## config.mk

```make
export PLATFORM = sky130hd
export DESIGN_NAME = modbus_rtu_read_probe_core
export DESIGN_NICKNAME = d
export VERILOG_FILES = /design/src/sv/mbrp_pkg.sv /design/src/sv/mbrp_rx.sv /design/src/sv/modbus_rtu_read_probe_core.sv
export SDC_FILE = /design/constraint.sdc
export NUM_CORES = 1
export LEC_CHECK = 0
export BUFFER_PORTS_ARGS = -buffer_cell sky130_fd_sc_hd__buf_2
export CORE_AREA = 10 10 146 148
export CTS_CLUSTER_SIZE = 14
export DETAILED_ROUTE_END_ITERATION = 7
export DIE_AREA = 0 0 156 158
export PLACE_DENSITY = 0.7
export SETUP_SLACK_MARGIN = 0.1
export SLEW_MARGIN = 20
export SYNTH_ARGS = -nofsm -noshare
export SYNTH_HDL_FRONTEND = slang
export SYNTH_SLANG_ARGS = --single-unit
```

## constraint.sdc

```tcl
create_clock -name clk -period 3.5 [get_ports clk]
set_input_delay 0.175 -clock clk [delete_from_list [all_inputs] [get_ports clk]]
set_output_delay 0.175 -clock clk [all_outputs]
set_load 0.02 [all_outputs]
```

## src/sv/mbrp_pkg.sv

```systemverilog
// Shared types, constants and the CRC16 byte update for the Modbus RTU read probe.
`timescale 1ns / 1ps

package mbrp_pkg;

  // Input command codes
  localparam logic [1:0] CMD_START = 2'd0;
  localparam logic [1:0] CMD_BYTE  = 2'd1;
  localparam logic [1:0] CMD_TICK  = 2'd2;

  // Configuration register indexes
  localparam logic [1:0] CFG_FIRST_REG = 2'd0;
  localparam logic [1:0] CFG_REG_COUNT = 2'd1;
  localparam logic [1:0] CFG_TIMEOUT   = 2'd2;

  // Configuration reset values
  localparam logic [15:0] FIRST_REG_RST = 16'h07D0;
  localparam logic [6:0]  REG_COUNT_RST = 7'd4;
  localparam logic [15:0] TIMEOUT_RST   = 16'd200;

  // Protocol constants
  localparam logic [15:0] CRC_INIT  = 16'hFFFF;
  localparam logic [15:0] CRC_POLY  = 16'hA001;
  localparam logic [7:0]  FUNC_READ = 8'h03;
  localparam logic [8:0]  RX_MAX    = 9'd511;
  localparam logic [8:0]  RX_MIN    = 9'd4;
  localparam logic [8:0]  RX_EXTRA  = 9'd5;

  // Output kinds
  localparam logic KIND_TX      = 1'b0;
  localparam logic KIND_VERDICT = 1'b1;

  // Accepted beat as seen by the receive tracker
  typedef struct packed {
    logic       start;
    logic       rx;
    logic       tick;
    logic [7:0] probe_id;
    logic [7:0] rx_byte;
  } rx_cmd_t;

  // Verdict produced by the receive tracker
  typedef struct packed {
    logic valid;
    logic found;
  } verdict_t;

  // CRC16 (reflected) update by one byte
  function automatic logic [15:0] crc_byte(input logic [15:0] crc, input logic [7:0] b);
    logic [15:0] c;
    c = crc ^ {8'h00, b};
    for (int k = 0; k < 8; k++) begin
      if (c[0]) begin
        c = (c >> 1) ^ CRC_POLY;
      end else begin
        c = c >> 1;
      end
    end
    return c;
  endfunction

endpackage

```

## src/sv/mbrp_rx.sv

```systemverilog
// Receive tracker: probe state, lagging CRC, byte counter, timeout and verdict.
`timescale 1ns / 1ps

module mbrp_rx (
  input  logic              clk,
  input  logic              rst_n,
  input  mbrp_pkg::rx_cmd_t cmd,
  input  logic [15:0]       timeout_ticks,
  output mbrp_pkg::verdict_t verdict
);
  import mbrp_pkg::*;

  logic        active_r,  active_nxt;
  logic [7:0]  exp_id_r,  exp_id_nxt;
  logic [8:0]  cnt_r,     cnt_nxt;
  logic [15:0] crc_r,     crc_nxt;
  logic [7:0]  held0_r,   held0_nxt;
  logic [7:0]  held1_r,   held1_nxt;
  logic [7:0]  first_r,   first_nxt;
  logic [7:0]  func_r,    func_nxt;
  logic [7:0]  count_r,   count_nxt;
  logic [15:0] elapsed_r, elapsed_nxt;
  logic        done;
  logic        ok;

  // Next state and verdict for the accepted beat
  always_comb begin
    active_nxt  = active_r;
    exp_id_nxt  = exp_id_r;
    cnt_nxt     = cnt_r;
    crc_nxt     = crc_r;
    held0_nxt   = held0_r;
    held1_nxt   = held1_r;
    first_nxt   = first_r;
    func_nxt    = func_r;
    count_nxt   = count_r;
    elapsed_nxt = elapsed_r;
    done        = 1'b0;
    ok          = 1'b0;
    priority if (cmd.start) begin
      // restart with cleared reception
      active_nxt  = 1'b1;
      exp_id_nxt  = cmd.probe_id;
      cnt_nxt     = '0;
      crc_nxt     = CRC_INIT;
      held0_nxt   = '0;
      held1_nxt   = '0;
      first_nxt   = '0;
      func_nxt    = '0;
      count_nxt   = '0;
      elapsed_nxt = '0;
    end else if (cmd.rx && active_r) begin
      // fold the byte leaving the holding line into the CRC
      if (cnt_r >= 9'd2) begin
        crc_nxt = crc_byte(crc_r, held0_r);
      end
      held0_nxt = held1_r;
      held1_nxt = cmd.rx_byte;
      if (cnt_r == 9'd0) begin
        first_nxt = cmd.rx_byte;
      end else if (cnt_r == 9'd1) begin
        func_nxt = cmd.rx_byte;
      end else if (cnt_r == 9'd2) begin
        count_nxt = cmd.rx_byte;
      end
      if (cnt_r < RX_MAX) begin
        cnt_nxt = cnt_r + 9'd1;
      end
      done = (cnt_nxt >= RX_MIN) && (func_nxt == FUNC_READ) &&
             (cnt_nxt >= ({1'b0, count_nxt} + RX_EXTRA));
    end else if (cmd.tick && active_r) begin
      // saturating tick count against the timeout
      if (elapsed_r != 16'hFFFF) begin
        elapsed_nxt = elapsed_r + 16'd1;
      end
      done = (elapsed_nxt >= timeout_ticks);
    end else begin
      // hold state on an idle cycle or an ignored beat
    end
    ok = (cnt_nxt >= RX_MIN) && (first_nxt == exp_id_nxt) && (func_nxt == FUNC_READ) &&
         ({held1_nxt, held0_nxt} == crc_nxt);
    if (done) begin
      active_nxt = 1'b0;
    end
  end

  assign verdict.valid = done;
  assign verdict.found = ok;

  // Hold state
  always_ff @(posedge clk) begin
    if (!rst_n) begin
      active_r  <= 1'b0;
      exp_id_r  <= '0;
      cnt_r     <= '0;
      crc_r     <= CRC_INIT;
      held0_r   <= '0;
      held1_r   <= '0;
      first_r   <= '0;
      func_r    <= '0;
      count_r   <= '0;
      elapsed_r <= '0;
    end else begin
      active_r  <= active_nxt;
      exp_id_r  <= exp_id_nxt;
      cnt_r     <= cnt_nxt;
      crc_r     <= crc_nxt;
      held0_r   <= held0_nxt;
      held1_r   <= held1_nxt;
      first_r   <= first_nxt;
      func_r    <= func_nxt;
      count_r   <= count_nxt;
      elapsed_r <= elapsed_nxt;
    end
  end

endmodule

```

## src/sv/modbus_rtu_read_probe_core.sv

```systemverilog
// Top level of the Modbus RTU read-holding-registers probe.
`timescale 1ns / 1ps

// Usage:
//   Input channel (in_valid/in_ready) takes commands: start (with in_probe_id),
//   received bus byte (in_rx_byte) or time tick. Output channel (out_valid/
//   out_ready) delivers request bytes (out_kind 0, out_tx_byte, out_last on the
//   eighth) and probe verdicts (out_kind 1, out_found).
//   Config channel (cfg_valid/cfg_ready, always ready) writes first register,
//   register count and timeout; write it only while no results are pending.
// Timing:
//   Results appear in the cycle after the input beat. While out_ready is high, byte
//   and tick beats are taken every cycle; a start yields eight request beats, one per
//   cycle, and the input is held off until the eighth is taken. The request CRC is
//   built one byte per output beat by a single byte-wide CRC unit.
// Reset: synchronous, active low; clears probe state and restores config defaults.
// Stall: a waiting result holds in the output register; the input is taken in the
//   same cycle the last pending beat leaves, otherwise it waits.
module modbus_rtu_read_probe_core (
  input  logic        clk,
  input  logic        rst_n,
  input  logic        in_valid,
  output logic        in_ready,
  input  logic [1:0]  in_command,
  input  logic [7:0]  in_probe_id,
  input  logic [7:0]  in_rx_byte,
  output logic        out_valid,
  input  logic        out_ready,
  output logic        out_kind,
  output logic [7:0]  out_tx_byte,
  output logic        out_last,
  output logic        out_found,
  input  logic        cfg_valid,
  output logic        cfg_ready,
  input  logic [1:0]  cfg_index,
  input  logic [15:0] cfg_data
);
  import mbrp_pkg::*;

  // Request byte positions
  localparam logic [2:0] POS_ADDR   = 3'd0;
  localparam logic [2:0] POS_FUNC   = 3'd1;
  localparam logic [2:0] POS_REG_HI = 3'd2;
  localparam logic [2:0] POS_REG_LO = 3'd3;
  localparam logic [2:0] POS_CNT_HI = 3'd4;
  localparam logic [2:0] POS_CNT_LO = 3'd5;
  localparam logic [2:0] POS_CRC_LO = 3'd6;
  localparam logic [2:0] POS_CRC_HI = 3'd7;

  logic [15:0] first_reg_r;
  logic [6:0]  reg_count_r;
  logic [15:0] timeout_r;

  logic        out_valid_r;
  logic        kind_r;
  logic        found_r;
  logic [2:0]  idx_r;
  logic [7:0]  tx_id_r;
  logic [15:0] tx_crc_r;

  logic        in_fire;
  logic        out_fire;
  logic        final_beat;
  logic        take_start;
  logic [7:0]  req_byte;
  rx_cmd_t     rx_cmd;
  verdict_t    verdict;

  // Configuration writes
  assign cfg_ready = 1'b1;

  always_ff @(posedge clk) begin
    if (!rst_n) begin
      first_reg_r <= FIRST_REG_RST;
      reg_count_r <= REG_COUNT_RST;
      timeout_r   <= TIMEOUT_RST;
    end else if (cfg_valid) begin
      if (cfg_index == CFG_FIRST_REG) begin
        first_reg_r <= cfg_data;
      end else if (cfg_index == CFG_REG_COUNT) begin
        reg_count_r <= cfg_data[6:0];
      end else if (cfg_index == CFG_TIMEOUT) begin
        timeout_r <= cfg_data;
      end
    end
  end

  // Handshake: accept when no result is pending or the last one leaves now
  assign out_fire   = out_valid_r && out_ready;
  assign final_beat = (kind_r == KIND_VERDICT) || (idx_r == POS_CRC_HI);
  assign in_ready   = !out_valid_r || (out_ready && final_beat);
  assign in_fire    = in_valid && in_ready;
  assign take_start = in_fire && (in_command == CMD_START);

  assign rx_cmd.start    = take_start;
  assign rx_cmd.rx       = in_fire && (in_command == CMD_BYTE);
  assign rx_cmd.tick     = in_fire && (in_command == CMD_TICK);
  assign rx_cmd.probe_id = in_probe_id;
  assign rx_cmd.rx_byte  = in_rx_byte;

  mbrp_rx u_rx (
    .clk           (clk),
    .rst_n         (rst_n),
    .cmd           (rx_cmd),
    .timeout_ticks (timeout_r),
    .verdict       (verdict)
  );

  // Select the request byte at the current position
  always_comb begin
    unique case (idx_r)
      POS_ADDR:   req_byte = tx_id_r;
      POS_FUNC:   req_byte = FUNC_READ;
      POS_REG_HI: req_byte = first_reg_r[15:8];
      POS_REG_LO: req_byte = first_reg_r[7:0];
      POS_CNT_HI: req_byte = 8'h00;
      POS_CNT_LO: req_byte = {1'b0, reg_count_r};
      POS_CRC_LO: req_byte = tx_crc_r[7:0];
      POS_CRC_HI: req_byte = tx_crc_r[15:8];
      default:    req_byte = 8'h00;
    endcase
  end

  // Output register and request sequencer
  always_ff @(posedge clk) begin
    if (!rst_n) begin
      out_valid_r <= 1'b0;
      kind_r      <= KIND_TX;
      found_r     <= 1'b0;
      idx_r       <= '0;
      tx_id_r     <= '0;
      tx_crc_r    <= CRC_INIT;
    end else begin
      priority if (take_start) begin
        out_valid_r <= 1'b1;
        kind_r      <= KIND_TX;
        found_r     <= 1'b0;
        idx_r       <= POS_ADDR;
        tx_id_r     <= in_probe_id;
        tx_crc_r    <= CRC_INIT;
      end else if (verdict.valid) begin
        out_valid_r <= 1'b1;
        kind_r      <= KIND_VERDICT;
        found_r     <= verdict.found;
      end else if (out_fire) begin
        if (final_beat) begin
          out_valid_r <= 1'b0;
        end else begin
          // advance and fold the sent byte into the request CRC unless it is a CRC byte
          idx_r <= idx_r + 3'd1;
          if (idx_r < POS_CRC_LO) begin
            tx_crc_r <= crc_byte(tx_crc_r, req_byte);
          end
        end
      end else begin
        // hold the waiting beat
      end
    end
  end

  assign out_valid   = out_valid_r;
  assign out_kind    = kind_r;
  assign out_tx_byte = (kind_r == KIND_TX) ? req_byte : 8'h00;
  assign out_last    = (kind_r == KIND_TX) && (idx_r == POS_CRC_HI);
  assign out_found   = (kind_r == KIND_VERDICT) && found_r;

`ifndef SYNTHESIS
  // A start begins its request at the address byte
  a_start_seq: assert property (@(posedge clk) disable iff (!rst_n)
    take_start |=> (out_valid && out_kind == KIND_TX && idx_r == POS_ADDR))
    else $error("start did not begin request at address byte");

  // No input is taken while request bytes other than the last remain
  a_hold_input: assert property (@(posedge clk) disable iff (!rst_n)
    (out_valid_r && kind_r == KIND_TX && idx_r != POS_CRC_HI) |-> !in_ready)
    else $error("input taken during request emission");

  // A verdict carries no request byte and no last flag
  a_verdict_clean: assert property (@(posedge clk) disable iff (!rst_n)
    (out_valid && out_kind == KIND_VERDICT) |-> (!out_last && out_tx_byte == 8'h00))
    else $error("verdict beat carries request fields");
`endif

endmodule

```

# After elaboration in Yosys (flattened, before gate mapping)

Cells that the tools add are included.

Flip-flop bits (word level): 159
Latch bits: 0
Bits in writable memories: 0
Bits in read-only memories: 0
Output and inout port bits: 14
Logic and storage cells: 225
Memories: 0

Add/sub/neg operators: 4
Multipliers: 0
Div/mod/pow operators: 0
Magnitude comparators: 7
Equality and inequality tests: 18
Shift operators: 0
Mux-type cells: 119
Bitwise gates (word level): 25
Reductions and logical operators: 33

Operator list:

| kind                                                                   | count |
|---|---|
| 16-bit two-way mux                                                     | 86 |
| 8-bit two-way mux                                                      | 20 |
| 8-bit one-hot mux with 8 select lines                                  | 1 |
| 2-bit NOT with 3-bit output                                            | 16 |
| 9-bit two-way mux                                                      | 5 |
| 16-bit by 8-bit bitwise XOR with 16-bit output                         | 2 |
| 9-bit by 3-bit >= comparator with 1-bit output (second input constant) | 2 |
| 16-bit by 1-bit adder with 16-bit output (second input constant)       | 1 |
| 16-bit equality test                                                   | 1 |
| 8-bit by 2-bit equality test with 1-bit output (second input constant) | 2 |
| 16-bit >= comparator                                                   | 1 |
| 16-bit != test (second input constant)                                 | 1 |
| 1-bit logical AND                                                      | 15 |
| 3-bit equality test (second input constant)                            | 4 |
| 8-bit by 3-bit adder with 9-bit output (second input constant)         | 1 |
| 9-bit by 1-bit adder with 9-bit output (second input constant)         | 1 |
| 9-bit by 1-bit equality test with 1-bit output (second input constant) | 1 |
| 9-bit by 2-bit equality test with 1-bit output (second input constant) | 1 |
| 9-bit by 2-bit >= comparator with 1-bit output (second input constant) | 1 |
| 9-bit >= comparator                                                    | 1 |
| 9-bit zero test                                                        | 1 |
| 9-bit < comparator (second input constant)                             | 1 |
| 8-bit equality test                                                    | 1 |
| 4-bit AND reduction                                                    | 2 |
| other kinds (16)                                                       | 38 |

# Logic depth before layout (Yosys ltp)

Word-level depth: 67
Gate-level depth with buffers: 19

# Modules after synthesis

Synthesis repeated with hierarchy kept, for this count alone.

Cells, all modules: 1,103
Area total of the unflattened synthesis: 9,131.3 µm²

By module, submodules not included:

| module                     | instances | cells each | area an instance (µm²) | sequential area each (µm²) |
|---|---|---|---|---|
| mbrp_rx                    | 1         | 696        | 5,680.4                | 1,801.7 |
| modbus_rtu_read_probe_core | 1         | 407        | 3,450.8                | 1,381.3 |

# Least setup slack after synthesis

Ideal clock, no wire load.

Kind: register to register
Start: register u_rx.cnt_r[4]
End: register out_valid_r, in the netlist out_valid
Setup time: 115 ps
Arrival: 3,531 ps
Required time: 3,385 ps
Setup slack: -145 ps
Cell stages (with the launch flop): 20
Buffers on the path: 2
Path through: dfxtp_1 > buf_4 > or4_4 > nor3_2 > and3b_1 > buf_6 > mux2i_2 > inv_1 > ha_1 > inv_1 > a21oi_1 > nand2_1 > xnor2_1 > ha_1 > a21o_1 > a211oi_1 > o21ai_0 > nand2_1 > o211ai_1 > o21a_1

Word-level cells in the longest chain between the ends: 13
Elaborated cells between the ends (all ways): 30

RTL lines:

| element                                                                   | line                              | source |
|---|---|---|
| from (decl)                                                               | mbrp_rx.sv:15                     | `logic [8:0] cnt_r, cnt_nxt;` |
| from (signal assigned)                                                    | mbrp_rx.sv:106                    | `cnt_r <= cnt_nxt;` |
| 9-bit by 2-bit equality test with 1-bit output                            | mbrp_rx.sv:63                     | `end else if (cnt_r == 9'd2) begin` |
| 8-bit two-way mux                                                         | mbrp_rx.sv:63                     |  |
| 8-bit two-way mux                                                         | mbrp_rx.sv:61                     | `end else if (cnt_r == 9'd1) begin` |
| 8-bit two-way mux                                                         | mbrp_rx.sv:59                     | `if (cnt_r == 9'd0) begin` |
| 8-bit two-way mux                                                         | mbrp_rx.sv:52                     | `end else if (cmd.rx && active_r) begin` |
| 8-bit two-way mux                                                         | mbrp_rx.sv:40                     | `priority if (cmd.start) begin` |
| 8-bit by 3-bit adder with 9-bit output                                    | mbrp_rx.sv:70                     | `(cnt_nxt >= ({1'b0, count_nxt} + RX_EXTRA));` |
| 9-bit >= comparator                                                       | mbrp_rx.sv:70                     |  |
| 1-bit logical AND (*)                                                     | mbrp_rx.sv:69                     | `done = (cnt_nxt >= RX_MIN) && (func_nxt == FUNC_READ) &&` |
| 1-bit two-way mux (*)                                                     | mbrp_rx.sv:52                     |  |
| 1-bit two-way mux (*)                                                     | mbrp_rx.sv:40                     |  |
| 3-bit nonzero test (no line) / 1-bit two-way mux (equally long branches)  | --                                |  |
| 2-bit AND reduction (no line) / 1-bit two-way mux (equally long branches) | --                                |  |
| to (signal assigned)                                                      | modbus_rtu_read_probe_core.sv:127 | `out_valid_r <= 1'b0;` |
| to (signal assigned)                                                      | modbus_rtu_read_probe_core.sv:135 | `out_valid_r <= 1'b1;` |
| to (signal assigned)                                                      | modbus_rtu_read_probe_core.sv:142 | `out_valid_r <= 1'b1;` |
| to (decl)                                                                 | modbus_rtu_read_probe_core.sv:54  | `logic out_valid_r;` |

Every way passes the cells marked *; elsewhere a longest branch is shown, timed or not. The select of a mux whose other input is x is not followed.
A chain may end at the register's enable or synchronous reset.

# Worst setup path in the final report

Start: register u_rx.cnt_r[4]
End: register u_rx.active_r

Word-level cells in the longest chain between the ends: 12
Elaborated cells between the ends (all ways): 26

RTL lines:

| element                                        | line           | source |
|---|---|---|
| 9-bit by 2-bit equality test with 1-bit output | mbrp_rx.sv:63  |  |
| 8-bit two-way mux                              | mbrp_rx.sv:63  |  |
| 8-bit two-way mux                              | mbrp_rx.sv:61  |  |
| 8-bit two-way mux                              | mbrp_rx.sv:59  |  |
| 8-bit two-way mux                              | mbrp_rx.sv:52  |  |
| 8-bit two-way mux                              | mbrp_rx.sv:40  |  |
| 8-bit by 3-bit adder with 9-bit output         | mbrp_rx.sv:70  |  |
| 9-bit >= comparator                            | mbrp_rx.sv:70  |  |
| 1-bit logical AND (*)                          | mbrp_rx.sv:69  |  |
| 1-bit two-way mux (*)                          | mbrp_rx.sv:52  |  |
| 1-bit two-way mux (*)                          | mbrp_rx.sv:40  |  |
| 2-bit OR reduction (no line) (*)               | --             |  |
| to (signal assigned)                           | mbrp_rx.sv:104 | `active_r <= active_nxt;` |
| to (decl)                                      | mbrp_rx.sv:13  | `logic active_r, active_nxt;` |

Marked as above.

==> metrics.log <==
INFO  metric status = finished with violations
INFO  metric violations = hold timing, setup timing
INFO  metric use_met1 = 0.243
INFO  metric cp_num_buf_inv = 4
INFO  metric synth_enable_flop_cells = 0
INFO  metric vias_per_cell = around 5.6
INFO  metric layout.cells.most_common = nand2_1
INFO  metric power_switching = approximately 1.1 mW
INFO  metric routed-via-count = between 7000 and 8000
INFO  metric leakagePower = between 4 and 5 nW
INFO  metric grt_max_degree = 65
INFO  metric die_width = 156 um
INFO  metric clk-insertion-delay-late = ~0.44 ns
INFO  metric max_cap_violations = 0
INFO  metric grt_overflow_total = 0
INFO  metric std_cell_rows = 50
INFO  metric grtUsageTotal = 0.198
INFO  metric cts_inserted_buffers = 17
INFO  metric timing_max_transition_violations_final = 0
INFO  metric synthCells = between 1000 and 1500
INFO  metric power_frac_clock = 0.468
INFO  metric nets = 1256
INFO  metric setup_viol = 3
INFO  metric internal-power = between 3 and 4 mW
INFO  metric synth.lib_cells_used.distinct = 78
INFO  metric routed_wire_length_per_instance = about 17 um
INFO  metric hp-start = cfg_data[11]
INFO  metric sequential_group_share_of_total_power = 0.436
INFO  metric power-per-cell-area = between 400 and 500 nW/um^2
INFO  metric finish.cell_count_without_fillers = 1426
INFO  metric detailedRoute.firstPassIterationCount = 5
INFO  metric max_clock_freq = 284 MHz
INFO  metric critPathLaunch = u_rx.cnt_r[4]$_SDFF_PN0_
INFO  metric place_congestion = a little under 0.9
INFO  metric peakVddDrop = 0.000415 V
INFO  metric first_pass_grt_wire_length = about 40000 um
INFO  metric worst_setup_hold_path_clk_slew = approximately 0.070 ns
INFO  metric footprint_of_the_multi_input_gates = about 5600 sq um
INFO  metric post_synth.cell_area_avg = 8.22 sq um
INFO  metric period_minus_slack = approximately 3.5 ns
INFO  metric switching_share = 0.262
INFO  metric grt-busiest-layer = met2
INFO  metric final_layout_size_suffix_gt1_frac = 0.164
INFO  metric dieHeight = 158 um
INFO  metric fin_hold_ws = -0.000883 ns
INFO  metric clock-root-buffer = clkbuf_16
INFO  metric worstSetupStartpointType = register
INFO  metric min-delay-path-class = in -> reg
INFO  metric dp_cells = between 1000 and 1500
INFO  metric design_area = 10600 sq um
INFO  metric unrepaired_setup_endpoints_after_global_routing = true
INFO  metric final_antenna_net_count = 0
INFO  metric use_met3 = 0.0415
INFO  metric drtIter0Drc = ~550
INFO  metric crit_path_max_incr_delay = between 0.5 and 0.6 ns
INFO  metric synth_async_sr_flop_share = 0
INFO  metric floorplan.io_pins = 55
INFO  metric timing_worst_slew_pin_value = between 0.7 and 0.8 ns
INFO  metric routed_wl = approximately 24000 um
INFO  metric clock_tree_from_tritoncts = done
INFO  metric slew_headroom = 0.484
INFO  metric number_of_antenna_violations_at_the_first_check_in_global_routing = 1
INFO  metric drcViolationCount = 0
INFO  metric mappedNetlistArea = 9090 sq um
INFO  metric highest_count_cells_in_the_layout_ignoring_fill_and_taps = nand2_1, dfxtp_1, nor2_1
INFO  metric die_area = approximately 25000 sq um
INFO  metric clock-skew-final = between 0.009 and 0.01 ns
INFO  metric fillCellCount = between 1500 and 2000
INFO  metric clock-sinks = 159
INFO  metric yosysWarnings = 0
INFO  metric post-dp-hpwl = 17400 um
INFO  metric critical_path.reg2reg.startpoint = u_rx.cnt_r[4]$_SDFF_PN0_
INFO  metric global_route.usage.met2 = 0.338
INFO  metric critPathArrivalTime = a little under 4 ns
INFO  metric ys_seq_elements = 159
INFO  metric worst_setup_path_end_kind = register
INFO  metric worst_path_most_repeated_cell = inv_2
INFO  metric worst-setup-path-type = reg -> reg
INFO  metric critical_path_required = just under 4 ns
INFO  metric cts_max_path_buffers = 2
INFO  metric io_buffers = 53
INFO  metric dp_worst_setup_slack = -0.0493 ns
INFO  metric vias_in_the_first_global_route = approximately 8000
INFO  metric diodes = 0
INFO  metric seq_area_frac_synth = 0.350
INFO  metric final_critical_path_setup_slack = -0.0233 ns
INFO  metric timing.critical_path.fanout_max = 5
INFO  metric areaGrowthSynthToFinish = 16.7%
INFO  metric syn_nets = 1183
INFO  metric cp_cell_sequence = or4_4 > nor3_4 > and3b_2 > buf_12 > mux2i_4 > inv_2 > ha_4 > inv_2 > a21oi_2 > nand2_2 > xnor2_2 > ha_1 > a21o_1 > a211oi_2 > o21ai_1 > nand2_1 > o211ai_1 > buf_4 > nor2_1
INFO  metric placed_cell_area = 9840 sq um
INFO  metric fp.coreArea = 18500 sq um
INFO  metric dominantRegCellSynth = dfxtp_1
INFO  metric hold_viol = 1
INFO  metric layout_worst_path_cycle_share = 1.01
INFO  metric regArea = 3180 sq um
INFO  metric start_util = 0.493
INFO  metric max_h_tree_level = 4
INFO  metric cp_top_family = simple AND/OR/NAND/NOR gates
INFO  metric comb_power_share = 0.097
INFO  metric cp_slowest_cell = or4_4
==> flip-flops by register name (all words and copies together) (netlist names), 7 cells and up <==
| register | cells |
|---|---|
| first_reg_r | 16 |
| timeout_r | 16 |
| tx_crc_r | 16 |
| u_rx.crc_r | 16 |
| u_rx.elapsed_r | 16 |
| u_rx.cnt_r | 9 |
| tx_id_r | 8 |
| u_rx.count_r | 8 |
| u_rx.exp_id_r | 8 |
| u_rx.first_r | 8 |
| u_rx.func_r | 8 |
| u_rx.held0_r | 8 |
| u_rx.held1_r | 8 |
| reg_count_r | 7 |
==> per-stage QoR <==
| stage | utilization | power, mW | setup TNS, ns | hold slack (ns) |
|---|---|---|---|---|
| finish | 0.575 | 4.28 | -0.0471 | -0.000883 |
| global route | 0.575 | 4.44 | -0.906 | 0.00854 |
| CTS | 0.574 | 4.31 | -0.162 | 0.00206 |
| detailed placement | 0.533 | 2.31 | -0.115 | 0.414 |
| global placement | 0.533 | 2.31 | 0 | 0.403 |
| floorplan | - | 2.18 | 0 | 0.299 |
==> path summary, 6_finish.rpt <==
kind         depth (start not counted)                      endpoint  slack [ns]
max reg2reg                         19    u_rx.active_r$_SDFFE_PP0P_       -0.02
max                                 19    u_rx.active_r$_SDFFE_PP0P_       -0.02
min                                  3  first_reg_r[11]$_SDFFE_PN0P_     -0.0009
min reg2reg                          2     u_rx.func_r[6]$_SDFF_PN0_        0.46
==> power by group through the flow <==
stage               Combinational (mW)  Sequential, mW  Clock, mW
floorplan                        0.283            1.90          0
global placement                 0.401            1.91          0
detailed placement               0.405            1.91          0
CTS                              0.413            1.87       2.03
global route                     0.455            1.87       2.12
finish                           0.415            1.87       2.00
==> Yosys cell counts (all sizes together) (14+ instances only) <==
| cell type | number | area [sq um] |
|---|---|---|
| mux2i | 41 | 414 |
| a21o | 14 | 105 |
| o21ai | 28 | 144 |
| nand2 | 214 | 820 |
| nand3 | 49 | 250 |
| nor2 | 85 | 329 |
| ha | 36 | 450 |
| xnor2 | 50 | 438 |
| a21boi | 39 | 293 |
| nor3 | 16 | 85.1 |
| clkbuf | 48 | 180 |
| a211oi | 15 | 118 |
| a21oi | 46 | 245 |
| dfxtp | 159 | 3180 |
| inv | 30 | 113 |
| buf | 18 | 116 |
| nor2b | 23 | 144 |
| xor2 | 37 | 339 |
| o211ai | 15 | 113 |
==> tightest hold or removal path, cell delays in order <==
cell and delay [ns]:
buf_2 0.11, nand2_1 0.05, a21boi_0 0.06
==> routing by layer <==
metal,wire (um),vias up
met5,13,-
met4,477,2
met3,1240,38
met2,11700,194
met1,10600,3796
li1,-,3959
==> logic make-up (layout without fill, tap and decap cells) <==
kind of cell	after synthesis	count (layout)	share of synthesized area
flops	159	159	0.350
compound gates	215	215	0.166
xor+xnor	93	93	0.100
other cells	1	1	0.000412
buf+inv	96	182	0.0450
fa+ha+maj	36	36	0.0495
simple gates	459	459	0.235
mux	47	47	0.0530
==> what timing repair did <==
| action | 4_1_cts | 5_1_grt |
|---|---|---|
| hold buffers | 6 | 0 |
| resized for setup | 6 | 2 |
| endpoints found under the setup margin | 4 | 5 |
| setup buffers | 5 | 1 |
| endpoints found under the hold margin | 6 | 0 |
| pin swaps | 6 | 2 |
==> area by class of cell <==
cell class	count	area share
repair buffers	120	0.0750
well taps	234	0.0276
multi-input cells	851	0.528
clock buffers	17	0.0401
flip-flops and latches	159	0.300
clock inverters	15	0.0190
inverters	30	0.0106
(Power assumes the default switching activity.)
